## src/rtl/core/assert_macros.svh

```systemverilog
// Assertion macros shared by the encoder RTL.
`ifndef ASSERT_MACROS_SVH
`define ASSERT_MACROS_SVH

// Implication checked on the same clock edge.
`define ASSERT_IMPL(lbl, ante, cons, msg) \
   lbl: assert property (@(posedge clock) disable iff (reset) (ante) |-> (cons)) \
      else $error(msg);

// Implication checked on the next clock edge.
`define ASSERT_NEXT(lbl, ante, cons, msg) \
   lbl: assert property (@(posedge clock) disable iff (reset) (ante) |=> (cons)) \
      else $error(msg);

// Condition that holds on every clock edge.
`define ASSERT_ALWAYS(lbl, expr, msg) \
   lbl: assert property (@(posedge clock) disable iff (reset) (expr)) \
      else $error(msg);

`endif

```

## src/rtl/core/rne_pkg.sv

```systemverilog
// Types, constants and the glyph function of the radix-N ASCII encoder.
package rne_pkg;

   localparam int VALUE_WIDTH = 64;
   localparam int VALUE_PORT_W = 64;
   localparam int BASE_W = 6;
   localparam int DIGIT_W = 6;
   localparam int CHAR_W = 7;
   localparam int MAX_DIGITS = 64;
   localparam int PTR_W = $clog2(MAX_DIGITS);
   localparam int CNT_W = $clog2(MAX_DIGITS + 1);
   localparam int BIT_CNT_W = $clog2(VALUE_WIDTH);

   localparam logic [BASE_W-1:0] BASE_RESET = BASE_W'(62);
   localparam logic [BASE_W-1:0] BASE_MIN = BASE_W'(2);
   localparam logic [BASE_W-1:0] BASE_MAX = BASE_W'(62);
   localparam logic [DIGIT_W-1:0] DIGIT_MAX = DIGIT_W'(61);

   localparam logic [CHAR_W-1:0] CHAR_ZERO = CHAR_W'(48);
   localparam logic [CHAR_W-1:0] CHAR_UPPER_A = CHAR_W'(65);
   localparam logic [CHAR_W-1:0] CHAR_LOWER_A = CHAR_W'(97);
   localparam logic [CHAR_W-1:0] CHAR_NONE = '0;

   typedef enum logic [2:0] {
      ST_IDLE,
      ST_DIV,
      ST_POP,
      ST_LOAD,
      ST_ERR
   } enc_state_type;

   typedef struct packed {
      logic start_first;
      logic start_next;
   } div_ctl_type;

   typedef struct packed {
      logic busy;
      logic done;
      logic nonzero;
   } div_stat_type;

   typedef struct packed {
      logic push;
      logic pop;
   } stk_ctl_type;

   typedef struct packed {
      logic empty;
      logic full;
      logic last;
   } stk_stat_type;

   // Map a digit value to its ASCII code: 0-9, A-Z, a-z.
   function automatic logic [CHAR_W-1:0] glyph(input logic [DIGIT_W-1:0] d);
      logic [DIGIT_W-1:0] dc;
      logic [CHAR_W-1:0] dw;
      dc = (d > DIGIT_MAX) ? DIGIT_MAX : d;
      dw = CHAR_W'(dc);
      if (dc < DIGIT_W'(10)) begin
         glyph = CHAR_ZERO + dw;
      end else if (dc < DIGIT_W'(36)) begin
         glyph = CHAR_UPPER_A + dw - CHAR_W'(10);
      end else begin
         glyph = CHAR_LOWER_A + dw - CHAR_W'(36);
      end
   endfunction

endpackage

```

## src/rtl/core/rne_serial_div.sv

```systemverilog
// Bit-serial restoring divider: one quotient bit per cycle by a 6-bit base.
module rne_serial_div
   import rne_pkg::*;
(
   input  logic                   clock,
   input  logic                   reset,
   input  div_ctl_type            ctl,
   input  logic [VALUE_WIDTH-1:0] value,
   input  logic [BASE_W-1:0]      base,
   output div_stat_type           stat,
   output logic [DIGIT_W-1:0]     remainder
);

   logic [VALUE_WIDTH-1:0] quot_ff, quot_in;
   logic [BASE_W-1:0]      rem_ff, rem_in;
   logic [BIT_CNT_W-1:0]   cnt_ff, cnt_in;
   logic                   busy_ff, busy_in;
   logic                   done_ff, done_in;
   logic                   nz_ff, nz_in;
   logic [BASE_W:0]        trial;
   logic                   ge;
   logic [BASE_W:0]        diff;
   logic                   final_bit;

   // One restoring step: bring down the next dividend bit, subtract if it fits
   assign trial = {rem_ff, quot_ff[VALUE_WIDTH-1]};
   assign ge = (trial >= {1'b0, base});
   assign diff = trial - {1'b0, base};
   assign final_bit = busy_ff && (cnt_ff == BIT_CNT_W'(VALUE_WIDTH - 1));

   always_comb begin
      quot_in = quot_ff;
      rem_in = rem_ff;
      cnt_in = cnt_ff;
      busy_in = busy_ff;
      done_in = 1'b0;
      nz_in = nz_ff;
      if (ctl.start_first || ctl.start_next) begin
         if (ctl.start_first) begin
            quot_in = value;
         end
         rem_in = '0;
         cnt_in = '0;
         busy_in = 1'b1;
         nz_in = 1'b0;
      end else if (busy_ff) begin
         quot_in = {quot_ff[VALUE_WIDTH-2:0], ge};
         rem_in = ge ? diff[BASE_W-1:0] : trial[BASE_W-1:0];
         nz_in = nz_ff | ge;
         cnt_in = cnt_ff + BIT_CNT_W'(1);
         if (final_bit) begin
            busy_in = 1'b0;
            done_in = 1'b1;
         end
      end
   end

   // Control state
   always_ff @(posedge clock) begin
      if (reset) begin
         busy_ff <= 1'b0;
         done_ff <= 1'b0;
         cnt_ff <= '0;
      end else begin
         busy_ff <= busy_in;
         done_ff <= done_in;
         cnt_ff <= cnt_in;
      end
   end

   // Datapath
   always_ff @(posedge clock) begin
      quot_ff <= quot_in;
      rem_ff <= rem_in;
      nz_ff <= nz_in;
   end

   assign stat.busy = busy_ff;
   assign stat.done = done_ff;
   assign stat.nonzero = nz_ff;
   assign remainder = DIGIT_W'(rem_ff);

endmodule

```

## src/rtl/core/rne_digit_stack.sv

```systemverilog
// Digit stack: remainders pushed least significant first, popped in reverse.
`include "assert_macros.svh"

module rne_digit_stack
   import rne_pkg::*;
(
   input  logic               clock,
   input  logic               reset,
   input  stk_ctl_type        ctl,
   input  logic [DIGIT_W-1:0] wr_digit,
   output stk_stat_type       stat,
   output logic [DIGIT_W-1:0] rd_digit
);

   logic [DIGIT_W-1:0] mem [MAX_DIGITS];
   logic [CNT_W-1:0]   depth_ff, depth_in;
   logic [CNT_W-1:0]   top_idx;
   logic [DIGIT_W-1:0] rd_ff;

   assign top_idx = depth_ff - CNT_W'(1);

   // Depth count
   always_comb begin
      depth_in = depth_ff;
      if (ctl.push) begin
         depth_in = depth_ff + CNT_W'(1);
      end else if (ctl.pop) begin
         depth_in = top_idx;
      end
   end

   always_ff @(posedge clock) begin
      if (reset) begin
         depth_ff <= '0;
      end else begin
         depth_ff <= depth_in;
      end
   end

   // Storage, write and registered read
   always_ff @(posedge clock) begin
      if (ctl.push) begin
         mem[depth_ff[PTR_W-1:0]] <= wr_digit;
      end
      if (ctl.pop) begin
         rd_ff <= mem[top_idx[PTR_W-1:0]];
      end
   end

   assign stat.empty = (depth_ff == '0);
   assign stat.full = (depth_ff == CNT_W'(MAX_DIGITS));
   assign stat.last = (depth_ff == CNT_W'(1));
   assign rd_digit = rd_ff;

   `ASSERT_IMPL(a_no_push_full, ctl.push, !stat.full, "push into full digit stack")
   `ASSERT_IMPL(a_no_pop_empty, ctl.pop, !stat.empty, "pop from empty digit stack")
   `ASSERT_IMPL(a_no_push_pop, ctl.push, !ctl.pop, "push and pop in one cycle")

endmodule

```

## src/rtl/core/radix_n_ascii_encoder_unit.sv

```systemverilog
// Radix-N ASCII encoder top level: control sequencer, base register, result register.
//
// Converts each request value (low VALUE_WIDTH bits) to ASCII digits in the base held in
// csr_write_data's register (reset 62, valid 2..62), most significant digit first, one
// result per digit with rsp_last on the final one; zero gives a single '0'. An invalid
// base gives one result with rsp_bad_base = 1, rsp_digit_char = 0 and rsp_last = 1.
// Work is one request at a time. Each digit comes from one pass of a bit-serial divider
// that retires one quotient bit per cycle and pushes the remainder onto the digit stack;
// each digit is then popped (ST_POP) and loaded into the result register (ST_LOAD),
// which waits while the result side stalls. An invalid base goes through ST_ERR.
// A new request is taken once the previous one's last result is in the output register.
`include "assert_macros.svh"

module radix_n_ascii_encoder_unit
   import rne_pkg::*;
(
   input  logic                    clock,
   input  logic                    reset,
   input  logic                    req_valid,
   output logic                    req_stall,
   input  logic [VALUE_PORT_W-1:0] req_value,
   output logic                    rsp_valid,
   input  logic                    rsp_stall,
   output logic [CHAR_W-1:0]       rsp_digit_char,
   output logic                    rsp_last,
   output logic                    rsp_bad_base,
   input  logic                    csr_write_en,
   input  logic [BASE_W-1:0]       csr_write_data
);

   enc_state_type      state_ff, state_in;
   logic [BASE_W-1:0]  base_ff;
   logic               last_ff, last_in;
   logic               rsp_valid_ff, rsp_valid_in;
   logic [CHAR_W-1:0]  rsp_char_ff, rsp_char_in;
   logic               rsp_last_ff, rsp_last_in;
   logic               rsp_bad_ff, rsp_bad_in;
   logic               req_accept;
   logic               base_ok;
   logic               out_free;
   div_ctl_type        div_ctl;
   div_stat_type       div_stat;
   logic [DIGIT_W-1:0] div_rem;
   stk_ctl_type        stk_ctl;
   stk_stat_type       stk_stat;
   logic [DIGIT_W-1:0] stk_digit;

   // Base register
   always_ff @(posedge clock) begin
      if (reset) begin
         base_ff <= BASE_RESET;
      end else if (csr_write_en) begin
         base_ff <= csr_write_data;
      end
   end

   assign base_ok = (base_ff >= BASE_MIN) && (base_ff <= BASE_MAX);
   assign req_stall = (state_ff != ST_IDLE);
   assign req_accept = req_valid && !req_stall;
   assign out_free = !rsp_valid_ff || !rsp_stall;

   rne_serial_div u_div (
      .clock     (clock),
      .reset     (reset),
      .ctl       (div_ctl),
      .value     (req_value[VALUE_WIDTH-1:0]),
      .base      (base_ff),
      .stat      (div_stat),
      .remainder (div_rem)
   );

   rne_digit_stack u_stack (
      .clock    (clock),
      .reset    (reset),
      .ctl      (stk_ctl),
      .wr_digit (div_rem),
      .stat     (stk_stat),
      .rd_digit (stk_digit)
   );

   // Sequencer: divide into the stack, then pop digits to the result register; an invalid base takes the error state
   always_comb begin
      state_in = state_ff;
      last_in = last_ff;
      div_ctl = '0;
      stk_ctl = '0;
      rsp_valid_in = rsp_valid_ff && rsp_stall;
      rsp_char_in = rsp_char_ff;
      rsp_last_in = rsp_last_ff;
      rsp_bad_in = rsp_bad_ff;
      unique case (state_ff)
         ST_IDLE: begin
            if (req_accept) begin
               if (base_ok) begin
                  div_ctl.start_first = 1'b1;
                  state_in = ST_DIV;
               end else begin
                  state_in = ST_ERR;
               end
            end
         end
         ST_DIV: begin
            if (div_stat.done) begin
               stk_ctl.push = 1'b1;
               // Keep dividing while the quotient is nonzero and room remains
               if (div_stat.nonzero && !stk_stat.full) begin
                  div_ctl.start_next = 1'b1;
               end else begin
                  state_in = ST_POP;
               end
            end
         end
         ST_POP: begin
            stk_ctl.pop = 1'b1;
            last_in = stk_stat.last;
            state_in = ST_LOAD;
         end
         ST_LOAD: begin
            if (out_free) begin
               rsp_valid_in = 1'b1;
               rsp_char_in = glyph(stk_digit);
               rsp_last_in = last_ff;
               rsp_bad_in = 1'b0;
               state_in = last_ff ? ST_IDLE : ST_POP;
            end
         end
         ST_ERR: begin
            if (out_free) begin
               rsp_valid_in = 1'b1;
               rsp_char_in = CHAR_NONE;
               rsp_last_in = 1'b1;
               rsp_bad_in = 1'b1;
               state_in = ST_IDLE;
            end
         end
         default: begin
            state_in = ST_IDLE;
         end
      endcase
   end

   // Control state
   always_ff @(posedge clock) begin
      if (reset) begin
         state_ff <= ST_IDLE;
         rsp_valid_ff <= 1'b0;
      end else begin
         state_ff <= state_in;
         rsp_valid_ff <= rsp_valid_in;
      end
   end

   // Result payload and pop bookkeeping
   always_ff @(posedge clock) begin
      last_ff <= last_in;
      rsp_char_ff <= rsp_char_in;
      rsp_last_ff <= rsp_last_in;
      rsp_bad_ff <= rsp_bad_in;
   end

   assign rsp_valid = rsp_valid_ff;
   assign rsp_digit_char = rsp_char_ff;
   assign rsp_last = rsp_last_ff;
   assign rsp_bad_base = rsp_bad_ff;

   `ASSERT_IMPL(a_div_start_idle, div_ctl.start_first || div_ctl.start_next,
      !div_stat.busy, "divider started while busy")
   `ASSERT_IMPL(a_bad_base_form, rsp_valid && rsp_bad_base,
      rsp_last && (rsp_digit_char == CHAR_NONE), "malformed bad base result")
   `ASSERT_NEXT(a_bad_base_path, req_accept && !base_ok, state_ff == ST_ERR,
      "invalid base did not take the error path")
   `ASSERT_IMPL(a_pop_has_data, state_ff == ST_POP, !stk_stat.empty,
      "pop with no digits stored")

endmodule

```

## config.mk

```make
export PLATFORM = sky130hd
export DESIGN_NAME = radix_n_ascii_encoder_unit
export DESIGN_NICKNAME = d
export VERILOG_FILES = /design/src/rtl/core/rne_pkg.sv /design/src/rtl/core/rne_serial_div.sv /design/src/rtl/core/rne_digit_stack.sv /design/src/rtl/core/radix_n_ascii_encoder_unit.sv
export VERILOG_INCLUDE_DIRS = /design/src /design/src/rtl/core
export SDC_FILE = /design/constraint.sdc
export NUM_CORES = 1
export LEC_CHECK = 0
export BUFFER_PORTS_ARGS = -buffer_cell sky130_fd_sc_hd__buf_2
export CORE_MARGIN = 2
export CORE_UTILIZATION = 26
export CTS_BUF_LIST = sky130_fd_sc_hd__clkbuf_16
export DETAILED_ROUTE_END_ITERATION = 6
export SLEW_MARGIN = 20
export SYNTH_ARGS = -nofsm -noshare
export SYNTH_HDL_FRONTEND = slang
export SYNTH_SLANG_ARGS = --single-unit
```

## constraint.sdc

```tcl
create_clock -name clock -period 7.1 [get_ports clock]
set_clock_uncertainty 0.05 [all_clocks]
set_input_delay 1.42 -clock clock [delete_from_list [all_inputs] [get_ports clock]]
set_output_delay 1.42 -clock clock [all_outputs]
set_load 0.005 [all_outputs]
```

Yosys cells after proc, flatten, opt, wreduce, memory -nomap -nowiden --
Memory sizes are Yosys's and may differ from the RTL's. A register that Yosys moved wholly into a read port is not among the register bits. Index checks and enable logic that the tools add are counted.
Word-level totals: bits in latches 0, flip-flop bits (word level) 106, memory bits (read-only) 0, RAM bits 384, memories kept 1, logic and storage cells 109
Memories:
- u_stack.mem | depth 64, width 6, rd ports 1, clocked after memory_dff 1, write ports 1, RTL line rne_digit_stack.sv:15 | logic [DIGIT_W-1:0] mem [MAX_DIGITS];
Operators by class: magnitude comparators 6, reductions and logical operators 22, mux-type cells 42, $mul 0, bitwise operators 2, equal/unequal tests 13, shift-type cells 0, add/sub/neg operators 9, divide/modulo/power cells 0
Operators with widths (count):
- $mux 64 | 3
- $mux 7 | 6
- $mux 1 | 20
- $mux 3 | 6
- $pmux 3 s5 | 1
- $add 7x6->7 const A | 2
- $pmux 7 s2 | 1
- $mux 6 | 2
- $ne 2x2->1 const B | 4
- $add 6x6->7 const A | 1
- $add 7x1->7 const B | 1
- $eq 7x1->1 const B | 1
- $eq 7x7->1 const B | 1
- $ge 7x6->1 | 1
- $sub 7x1->7 const B | 1
- $sub 7x4->7 const B | 1
- $sub 7x6->7 const B | 1
- $add 6x1->6 const B | 1
- $eq 3x2->1 const B | 2
- $eq 6x6->1 const B | 1
- $ge 6x2->1 const B | 1
- $gt 6x6->1 const B | 1
- $le 6x6->1 const B | 1
- $lt 6x4->1 const B | 1
- 20 further kinds | 33

Logic depth before layout (Yosys ltp) --
Gate-level depths: netlist of run 1.
depth in word-level cells 9, gate-level depth with buffers 12, mapped depth without buffers 9

Hierarchy --
Synthesis of run 1 repeated with hierarchy kept, for this count alone.
Unflattened totals: cell total of the unflattened synthesis 1234, area total of the unflattened synthesis 20880.0 µm²
By module, submodules not included:
- rne_digit_stack | cells each 853, instances 1, area each 15970.3 µm²
- rne_serial_div | cells each 249, instances 1, area each 3656.0 µm²
- radix_n_ascii_encoder_unit | cells each 132, instances 1, area each 1253.7 µm²

Worst setup path before layout of run 1 --
OpenSTA, ideal clock, no wires.
kind in2reg, from input port req_valid, to register u_div.quot_ff[0], enable pin, cell stages on the path 2, setup time 0.574 ns, arrival 5.991 ns, path slack 0.485 ns, cells stage by stage nand2_1 o21ai_0
On the way: word-level cells in the longest chain between the ends 6, elaborated cells on any way between the ends 7, classes of those cells 1 x eq/ne; 2 x mux; 4 x reduce/logical
Ends and longest elaborated chain:
- from (decl) | RTL line radix_n_ascii_encoder_unit.sv:19 | input logic req_valid,
- $logic_and 1x1->1 * | RTL line radix_n_ascii_encoder_unit.sv:59 | assign req_accept = req_valid && !req_stall;
- $mux 1 * | RTL line radix_n_ascii_encoder_unit.sv:93 | if (req_accept) begin
- $mux 1 * | RTL line radix_n_ascii_encoder_unit.sv:91 | unique case (state_ff)
- $logic_or 1x1->1 | RTL line rne_serial_div.sv:38 | if (ctl.start_first || ctl.start_next) begin
- $ne 2x1->1 (no line) / $reduce_bool 2->1 (equally long branches)
- $reduce_and 2->1 (no line) *
- to (signal assigned) | RTL line rne_serial_div.sv:73 | quot_ff <= quot_in;
- to (decl) | RTL line rne_serial_div.sv:14 | logic [VALUE_WIDTH-1:0] quot_ff, quot_in;
Mark *: on every way between the ends. The rest lies on a longest branch, timed or not. A chain may end at the register's enable or synchronous reset.

Final worst setup path of run 1 --
from register u_stack.depth_ff[0], to register u_stack.rd_ff[1] (netlist: u_stack.rd_digit[1]), read port of u_stack.mem, data pin
On the way: word-level cells in the longest chain between the ends 1
Ends and longest elaborated chain:
- from (decl) | RTL line rne_digit_stack.sv:16 | logic [CNT_W-1:0] depth_ff, depth_in;
- from (signal assigned) | RTL line rne_digit_stack.sv:36 | depth_ff <= depth_in;
- $sub 7x1->7 | RTL line rne_digit_stack.sv:20 | assign top_idx = depth_ff - CNT_W'(1);
- to (decl) | RTL line rne_digit_stack.sv:18 | logic [DIGIT_W-1:0] rd_ff;
No other way between the ends.

==> results by group, run 1 <==
Layout
  • Fillers: 7,459
  • Synthesis-to-finish area growth: 15.8%
  • Layout cells sized above 1: 25.5%
  • Nets: 1,269
  • Finished Cell Area: 23,400 um^2
  • Final core occ: 30.3%

Critical path
  • Critical Path Stages: 8
  • WP buf/inv: 3
  • Crit-path cells: inv_1 -> ha_4 -> buf_16 -> buf_4 -> mux4_2 -> mux4_2 -> a22oi_1 -> nand2_1
  • CP arrival: 4030 ps
  • Reg2reg end: u_stack.rd_digit[1]
  • Worst R2R Setup Slack: 3370 ps
  • Family with the most delay on the worst path: multiplexers
  • Crit-path slowest cell: dfxtp_4
  • Critical Path Max Stage Delay: 640 ps
  • Crit end category: register
  • Required @ worst endpoint: 7400 ps
  • Reg2reg start: u_stack.depth_ff[0]
  • Setup crit start kind: register
  • FF-to-FF path depth: 8
  • Cell with the most instances on the worst path: mux4_2
  • Critical path type: reg -> reg
  • Crit path max fanout: 50

Clocking
  • Root Buffer Master: clkbuf_16
  • CTS resizes: 0
  • CTS Hold Bufs: 0
  • Total clock sinks: 496
  • Total CTS buffers: 49
  • CTS tree: yes
  • Clock latency on the worst-skew pair: 610 ps
  • Clock slew at reported path FFs: 60 ps
  • Setup bufs post-CTS: 0
  • # H-tree levels: 2
  • CTS Buffer Depth: 3

Yosys
  • Sequential share of the synthesized area: 72.0%
  • Syn nets: 1,175
  • Synth top cells by count: edfxtp_1, mux4_2, nor2_1, mux2_1, nand2_1
  • Ys async rst share: 0%
  • EDFF count, synth: 464
  • Post-synth cell types: 52
  • Cell area after synthesis: 20,200 um^2
  • Cell count after synthesis: 1,082
  • Primary FF master, synth: edfxtp_1
  • #FFs+latches synth: 496
  • Yosys top cell area share: 68.9%
  • Most common cell in the netlist: edfxtp_1
  • Syn_area_per_cell: 18.7 um^2
  • Yosys warning total: 0
  • Area leader, netlist: edfxtp_1
  • Largest cells by area after synthesis: edfxtp_1, mux4_2, mux2_1

Floorplanning
  • IO Pins: 86
  • Die Ht: 283 um
  • Initial Utilization: 26.2%
  • Full die area: 80,100 um^2
  • Core Area: 77,200 um^2
  • Die X-Extent: 283 um
  • Site Rows: 102

Job
  • Max-capacitance violation count: 0

Routing
  • Via-per-instance ratio: 4.38
  • Drt pass-1 iters: 5
  • Antenna-violating nets left: 0
  • Vias: 9,878
  • Routed len/inst: 18.2 um
  • Residual DRC: 0
  • Starting DRT DRC Count: 824
  • WL final: 41,100 um

GRT
  • Vias in the first global route: 10,325
  • Largest net degree at the start of global routing: 78
  • Initial antenna violation count: 1
  • First-pass GRT wire length: 63,800 um
  • All-Layer GR Usage: 10.3%
  • Gr ovfl total: 0

Power
  • Static Leak: 7.47 nW
  • Worst vdd ir: 0.000170 V
  • Pwr per Cell Area: 318 nW/um^2

Hold path
  • Hold Crit Class: reg -> reg
  • Min-delay src: u_div.cnt_ff[5]
  • Worst Hold Depth: 2
  • Worst hold endpoint: u_div.done_ff

Timing
  • Worst Tran Pin Value: 1010 ps
  • RSZ-0062 raised after global routing: no
  • Final Critical Period: 3730 ps
  • Fin. Hold Viols: 0
  • Setup TNS: 0 ps
  • Max-slew violations: 0
  • Setup ws final: 3370 ps
  • Max-slew headroom: 32.7%
  • Tcrit/Tclk final: 52.5%
  • Final count of negative-setup-slack endpoints: 0
  • Fmax achieved: 268 MHz

Placement
  • Setup WS pre-CTS: 2550 ps
  • PortBufs: 85
  • Placed Area: 21,800 um^2
  • Detailed Place HPWL: 25,700 um
  • GPL Wtd Cong: 0.754

Outcome
  • Status: completed
[area by class of cell]
class | instances | area [um^2] | area share [%]
Timing Repair Buffer | 99 | 583 | 2.49
Inverter | 20 | 75.1 | 0.320
Clock inverter | 40 | 283 | 1.21
Multi-Input combinational cell | 510 | 5370 | 22.9
Tap cell | 1040 | 1300 | 5.55
Clock buffer | 49 | 1230 | 5.23
Sequential cell | 496 | 14600 | 62.3
Antenna cell | 1 | 2.50 | 0.0107
[worst min-delay path, delay by kind of cell (launching register included)]
family / cells / cell delay [ps]
and+or+nand+nor: 2 / 140
DFF: 1 / 320
[cells by family after synthesis]
family	after synthesis	share of synthesized area [%]
flip-flops	496	72.0
AND/OR/NAND/NOR	205	4.56
multiplexers	190	17.2
AO/OA/AOI/OAI	76	2.36
buffers and inverters	76	1.71
XOR/XNOR	21	0.946
adder cells (fa/ha/maj)	18	1.15
[report_power, final]
| part | internal [mW] | switching (mW) | leakage [nW] | total (mW) |
|---|---|---|---|---|
| clock network | 1.34 | 1.10 | 0.792 | 2.44 |
| logic | 0.567 | 0.762 | 2.11 | 1.33 |
| registers | 3.56 | 0.118 | 4.57 | 3.68 |
[layer usage]
layer	global-route usage, %	part of all wire, %	vias up
met5	0	0	-
met1	12.7	41	5101
met2	17.9	52	205
met4	3.86	2.7	0
li1	-	-	4509
met3	1.88	4.8	63
[sequential cells by signal, indices dropped and copies added, names as in the netlist, 3 cells and up]
register          count
u_stack.rd_digit      6
u_div.remainder       6
u_stack.mem         384
base_ff               6
u_div.quot_ff        64
state_ff              3
u_stack.depth_ff      7
rsp_digit_char        7
u_div.cnt_ff          6
[metrics by stage]
| step | cells | power, mW | hold slack [ps] |
|---|---|---|---|
| after global placement | 2162 | 5.05 | 438 |
| final | 2255 | 7.45 | 446 |
| after floorplan | 1082 | 4.65 | 413 |
| after CTS | 2251 | 7.55 | 445 |
| after detailed placement | 2162 | 5.09 | 438 |
| after global routing | 2255 | 7.78 | 466 |
[layout by cell type (no fill, tap or decap), types with 6 or more instances in the layout]
cell       count
edfxtp_1     464
mux4_2       120
nor2_1       100
buf_2         85
mux2_1        63
clkbuf_16     49
nand2_1       45
inv_1         32
dfxtp_1       25
a21oi_1       23
ha_1          16
nand3_1       14
a22oi_1       13
clkinv_2      13
xnor2_1       11
buf_4         11
o21ai_0       10
nor3_1         8
xor2_1         8
clkinv_1       8
nand4_1        7
o211ai_1       7
a211oi_1       7
or3_1          6
[how the worst max path moves through the flow]
| stage | from | endpoint |
|---|---|---|
| 2_1_floorplan | req_valid | u_div.quot_ff[0] |
| 3_3_place_gp | u_stack.depth_ff[0] | u_stack.rd_digit[2] |
| 3_5_place_dp | u_stack.depth_ff[0] | u_stack.rd_digit[3] |
| 4_1_cts | u_stack.depth_ff[0] | u_stack.rd_digit[1] |
| 5_1_grt | u_stack.depth_ff[0] | u_stack.rd_digit[1] |
| 6_report | u_stack.depth_ff[0] | u_stack.rd_digit[1] |
Note: power is estimated with default switching activity, not from simulation.
==> inputs of run 2 (changes only) <==
==> constraint.sdc (replaced) <==
create_clock -name clock -period 3 [get_ports clock]
set_clock_uncertainty 0.05 [all_clocks]
set_input_delay 0.6 -clock clock [delete_from_list [all_inputs] [get_ports clock]]
set_output_delay 0.6 -clock clock [all_outputs]
set_load 0.005 [all_outputs]
==> run 2 against run 1 <==
  * Flip-flop and latch count did not move
  * Critical path depth decreased by 1
  * Global-route usage is 0.71 points higher
  * Hold slack got worse by 270 ps
  * Non-clock buffer count grew 77
  * First-iteration DRC count grew 5.3%
  * Combinational power increased to 2.6 times the previous value
  * Core utilization up 0.94 points
  * Via count rose by 5.0%
  * Sequential power up 130%
  * Worst setup slack got worse by 3200 ps
  * Critical endpoint is now u_stack.rd_digit[0]
  * Largest cell class unchanged
  * Largest power group unchanged
==> results by group, run 2 (synthesis gave the netlist of run 1 again) <==
Routing
  • Via-per-instance ratio: 4.44
  • Vias: 10,372
  • Met1 WL: 18,600 um
  • WL final: 44,100 um
  • Highest metal used: met4
  • Residual DRC: 0
  • WL met3: 2070 um
  • Antenna-violating nets left: 0
  • Routed len/inst: 18.9 um
  • Drt pass-1 iters: 5
  • Starting DRT DRC Count: 868
  • Met2 wire length: 22,400 um

Timing
  • Fin. Hold Viols: 0
  • Tcrit/Tclk final: 94.0%
  • Fmax achieved: 354 MHz
  • Max-slew violations: 0
  • Setup TNS: 0 ps
  • Max-slew headroom: 43.8%
  • Final Critical Period: 2820 ps
  • Final count of negative-setup-slack endpoints: 0
  • Hold slack: 179 ps
  • RSZ-0062 raised after global routing: no
  • Worst Tran Pin Value: 842 ps
  • Setup ws final: 179 ps

Power
  • Clock share of power: 33.7%
  • Worst vdd ir: 0.000450 V
  • Design Power: 18.1 mW
  • Static Leak: 7.95 nW
  • P_int: 13.4 mW
  • Logic gate share of total power: 19.0%
  • Sequential share of power: 47.3%
  • Net Switching: 4.79 mW
  • Pwr per Cell Area: 751 nW/um^2
  • Switching Fraction: 26.4%

GRT
  • First-pass GRT wire length: 67,800 um
  • Initial antenna violation count: 0
  • Gr ovfl total: 0
  • Vias in the first global route: 10,926
  • All-Layer GR Usage: 11.0%
  • Largest net degree at the start of global routing: 67

Floorplanning
  • Die Ht: 283 um
  • Site Rows: 102
  • Core Area: 77,200 um^2
  • Die X-Extent: 283 um
  • Full die area: 80,100 um^2
  • Initial Utilization: 26.2%
  • IO Pins: 86

Clocking
  • CTS tree: yes
  • Total CTS buffers: 50
  • CTS Buffer Depth: 3
  • Root Buffer Master: clkbuf_16
  • Clock slew at reported path FFs: 60 ps
  • Setup bufs post-CTS: 0
  • Total clock sinks: 496
  • CTS resizes: 0
  • Clock latency on the worst-skew pair: 600 ps
  • # H-tree levels: 2
  • CTS Hold Bufs: 0

Critical path
  • Critical Path Stages: 7
  • Crit-path slowest cell: mux4_2
  • Critical path type: reg -> reg
  • Critical Path Max Stage Delay: 490 ps
  • Crit. Startpoint: u_stack.depth_ff[0]
  • Setup crit start kind: register
  • Crit-path cells: inv_1 -> ha_4 -> buf_12 -> mux4_2 -> mux4_2 -> a22oi_1 -> nand2_1
  • Reg2reg start: u_stack.depth_ff[0]
  • Family with the most delay on the worst path: multiplexers
  • Cell with the most instances on the worst path: mux4_2
  • CP arrival: 3100 ps
  • FF-to-FF path depth: 7
  • Crit end category: register
  • Crit path max fanout: 50
  • Worst R2R Setup Slack: 180 ps
  • Required @ worst endpoint: 3280 ps
  • WP buf/inv: 2
  • Reg2reg end: u_stack.rd_digit[0]

Placement
  • GPL Wtd Cong: 0.763
  • PortBufs: 85
  • Detailed Place HPWL: 28,000 um
  • Setup WS pre-CTS: 197 ps

Layout
  • Layout cells sized above 1: 30.1%
  • Leading cell type in the layout, fill and taps excluded: edfxtp_1
  • Synthesis-to-finish area growth: 19.4%
  • Diodes inserted: 0
  • Fillers: 7,446
  • Nets: 1,347
  • Final core occ: 31.3%
  • Max reg flops: 384
  • Commonest non-fill, non-tap cells in the layout: edfxtp_1, mux4_2, nor2_1

Hold path
  • Min-delay src: csr_write_data[4]
  • Worst hold endpoint: base_ff[4]
  • Hold Crit Class: in -> reg
  • Worst Hold Depth: 3

Outcome
  • Status: completed

Job
  • Max-capacitance violation count: 0
[run 2: worst max path at each step]
stage                          endpoint  slack (ps)
global placement    u_stack.rd_digit[0]         170
global route        u_stack.rd_digit[3]          60
CTS                 u_stack.rd_digit[3]         160
detailed placement  u_stack.rd_digit[0]         200
finish              u_stack.rd_digit[0]         180
floorplan           u_stack.rd_digit[4]          10
[run 2: power groups by stage]
stage	logic, mW	clock network [mW]	registers (mW)
3_3_place_gp	3.46	0	8.72
2_1_floorplan	2.12	0	8.89
6_report	3.45	6.11	8.58
5_1_grt	3.76	6.50	8.61
4_1_cts	3.52	6.27	8.58
3_5_place_dp	3.51	0	8.73
[run 2: stage by stage]
step,area [um^2],std cells
CTS,24200,2336
global route,24200,2336
finish,24200,2336
detailed placement,22500,2242
global placement,22500,2242
floorplan,20300,1082
[run 2: tightest hold or removal path, cell delays in order]
cell	delay [ps]
buf_2	80
nand2_1	40
o211ai_1	60
[run 2: layout make-up]
cell class                 count  area, um^2  share of cell area [%]
clock buffer                  51        1280                    5.28
clock inverter                43         344                    1.42
inverter                      20        75.1                   0.311
multi-input combinational    510        5360                    22.2
sequential                   496       14600                    60.4
tap                         1040        1300                    5.39
timing repair buffer         176        1210                    5.00
[run 2: layer usage]
metal  vias to the layer above  track usage, %
li1                       4669               -
met1                      5393            14.2
met2                       246            18.8
met3                        64            1.73
met4                         0            3.68
met5                         -               0
==> inputs of run 3 (changes only) <==
--- a/config.mk
+++ b/config.mk
@@ -7,10 +7,12 @@
 export NUM_CORES = 1
 export LEC_CHECK = 0
 export BUFFER_PORTS_ARGS = -buffer_cell sky130_fd_sc_hd__buf_2
+export CORE_ASPECT_RATIO = 0.5
 export CORE_MARGIN = 2
 export CORE_UTILIZATION = 26
 export CTS_BUF_LIST = sky130_fd_sc_hd__clkbuf_16
 export DETAILED_ROUTE_END_ITERATION = 6
+export GPL_ROUTABILITY_DRIVEN = 0
 export SLEW_MARGIN = 20
 export SYNTH_ARGS = -nofsm -noshare
 export SYNTH_HDL_FRONTEND = slang
==> run 3 against run 2 <==
  * Fmax increased by 4.5%
  * Combinational power is essentially flat
  * Worst setup slack improved by 120 ps
  * First-iteration DRC count grew 6.1%
  * Core utilization is 0.059 points lower
  * Via count increased by 0.63%
  * Hold slack improved by 26 ps
  * Wire length fell by 1.3%
  * Design area decreased by 0.32%
  * Sequential share of layout area increased by 0.19 points
  * Sequential power is essentially flat
  * Clock power fell by 8.0%
==> results by group, run 3 (synthesis gave the netlist of run 1 again) <==
Outcome
  • Status: completed

Layout
  • Layout cells sized above 1: 30.1%
  • Leading cell type in the layout, fill and taps excluded: edfxtp_1
  • Max reg flops: 384
  • Commonest non-fill, non-tap cells in the layout: edfxtp_1, mux4_2, nor2_1
  • Synthesis-to-finish area growth: 19.0%
  • Non-filler cells in the finished layout: 2,335
  • Final core occ: 31.2%
  • Diodes inserted: 0
  • Nets: 1,358

Hold path
  • Worst hold endpoint: base_ff[5]
  • Worst Hold Depth: 3
  • Min-delay src: csr_write_data[5]
  • Hold Crit Class: in -> reg

GRT
  • Initial antenna violation count: 0
  • Gr ovfl total: 0
  • First-pass GRT wire length: 67,000 um
  • All-Layer GR Usage: 10.9%
  • Largest net degree at the start of global routing: 68
  • Vias in the first global route: 10,653

Clocking
  • CTS Buffer Depth: 3
  • Clock latency on the worst-skew pair: 580 ps
  • Setup bufs post-CTS: 0
  • Total CTS buffers: 48
  • CTS tree: yes
  • Root Buffer Master: clkbuf_16
  • CTS Hold Bufs: 0
  • Clock slew at reported path FFs: 60 ps
  • CTS resizes: 0
  • # H-tree levels: 2
  • Total clock sinks: 496

Floorplanning
  • IO Pins: 86
  • Full die area: 80,200 um^2
  • Die Ht: 201 um
  • Site Rows: 72
  • Die X-Extent: 398 um
  • Core Area: 77,100 um^2
  • Initial Utilization: 26.2%

Timing
  • Max-slew violations: 0
  • Worst Tran Pin Value: 847 ps
  • Hold slack: 205 ps
  • Fin. Hold Viols: 0
  • Fmax achieved: 370 MHz
  • Final count of negative-setup-slack endpoints: 0
  • RSZ-0062 raised after global routing: no
  • Setup TNS: 0 ps
  • Max-slew headroom: 43.5%
  • Tcrit/Tclk final: 90.0%
  • Final Critical Period: 2700 ps

Placement
  • PortBufs: 85
  • Dpl cells: 2,251
  • Detailed Place HPWL: 28,200 um

Critical path
  • Critical path type: reg -> reg
  • Crit. Startpoint: u_stack.depth_ff[0]
  • Setup crit start kind: register
  • Crit path max fanout: 40
  • Reg2reg start: u_stack.depth_ff[0]
  • FF-to-FF path depth: 6
  • Required @ worst endpoint: 3270 ps
  • Worst R2R Setup Slack: 300 ps
  • Reg2reg end: u_stack.rd_digit[4]
  • Crit end category: register
  • CP arrival: 2970 ps

Routing
  • Vias: 10,437
  • Residual DRC: 0
  • WL final: 43,500 um
  • Drt pass-1 iters: 5
  • Antenna-violating nets left: 0
  • Starting DRT DRC Count: 921
  • Routed len/inst: 18.6 um
  • Via-per-instance ratio: 4.47

Power
  • Net Switching: 4.69 mW
  • P_int: 13.0 mW
  • Pwr per Cell Area: 734 nW/um^2
  • Sequential share of power: 48.5%
  • Worst vdd ir: 0.000391 V
  • Switching Fraction: 26.5%
  • Clock share of power: 31.8%
  • Logic gate share of total power: 19.7%
  • Design Power: 17.7 mW
  • Static Leak: 7.92 nW

Job
  • Max-capacitance violation count: 0
## run 3: area by class of cell
| class | count | area (um^2) |
|---|---|---|
| timing repair buffer | 189 | 1320 |
| clock inverter | 35 | 213 |
| sequential | 496 | 14600 |
| multi-input combinational | 510 | 5360 |
| inverter | 20 | 75.1 |
| tap | 1036 | 1300 |
| clock buffer | 49 | 1230 |
| fill | 7495 | 53000 |
## run 3: worst max path at each step
| stage | end | slack [ps] | cells past startpoint |
|---|---|---|---|
| 6_report | u_stack.rd_digit[4] | 300 | 6 |
| 3_3_place_gp | u_stack.rd_digit[4] | 230 | 6 |
| 4_1_cts | u_stack.rd_digit[4] | 250 | 6 |
| 2_1_floorplan | u_stack.rd_digit[4] | 10 | 12 |
| 5_1_grt | u_stack.rd_digit[4] | 170 | 6 |
| 3_5_place_dp | u_stack.rd_digit[4] | 260 | 6 |
## run 3: per-stage QoR
stage,instance area (um^2),setup slack [ps]
floorplan,20300,13.5
global placement,22600,234
detailed placement,22600,255
CTS,24100,252
global route,24100,173
finish,24100,300
## run 3: worst max-delay path, cell delays in order (launching register included)
cell     delay, ps
dfxtp_4        340
buf_4          180
buf_12         320
mux4_2         590
mux4_2         530
a22oi_1        310
nand2_1         90
## run 3: metal layers
| layer | global-route usage (%) | share of wire (%) | wire length, um |
|---|---|---|---|
| met5 | 0 | 0 | 0 |
| met1 | 14.6 | 43 | 18700 |
| met3 | 1.60 | 5.0 | 2160 |
| met2 | 18.4 | 50 | 21700 |
| met4 | 3.09 | 2.2 | 969 |
## run 3: power groups by stage
stage               clock [mW]  combinational [mW]  sequential, mW
floorplan                    0                2.12            8.89
global placement             0                3.50            8.72
detailed placement           0                3.54            8.72
CTS                       5.77                3.55            8.58
global route              6.03                3.81            8.60
finish                    5.62                3.48            8.57
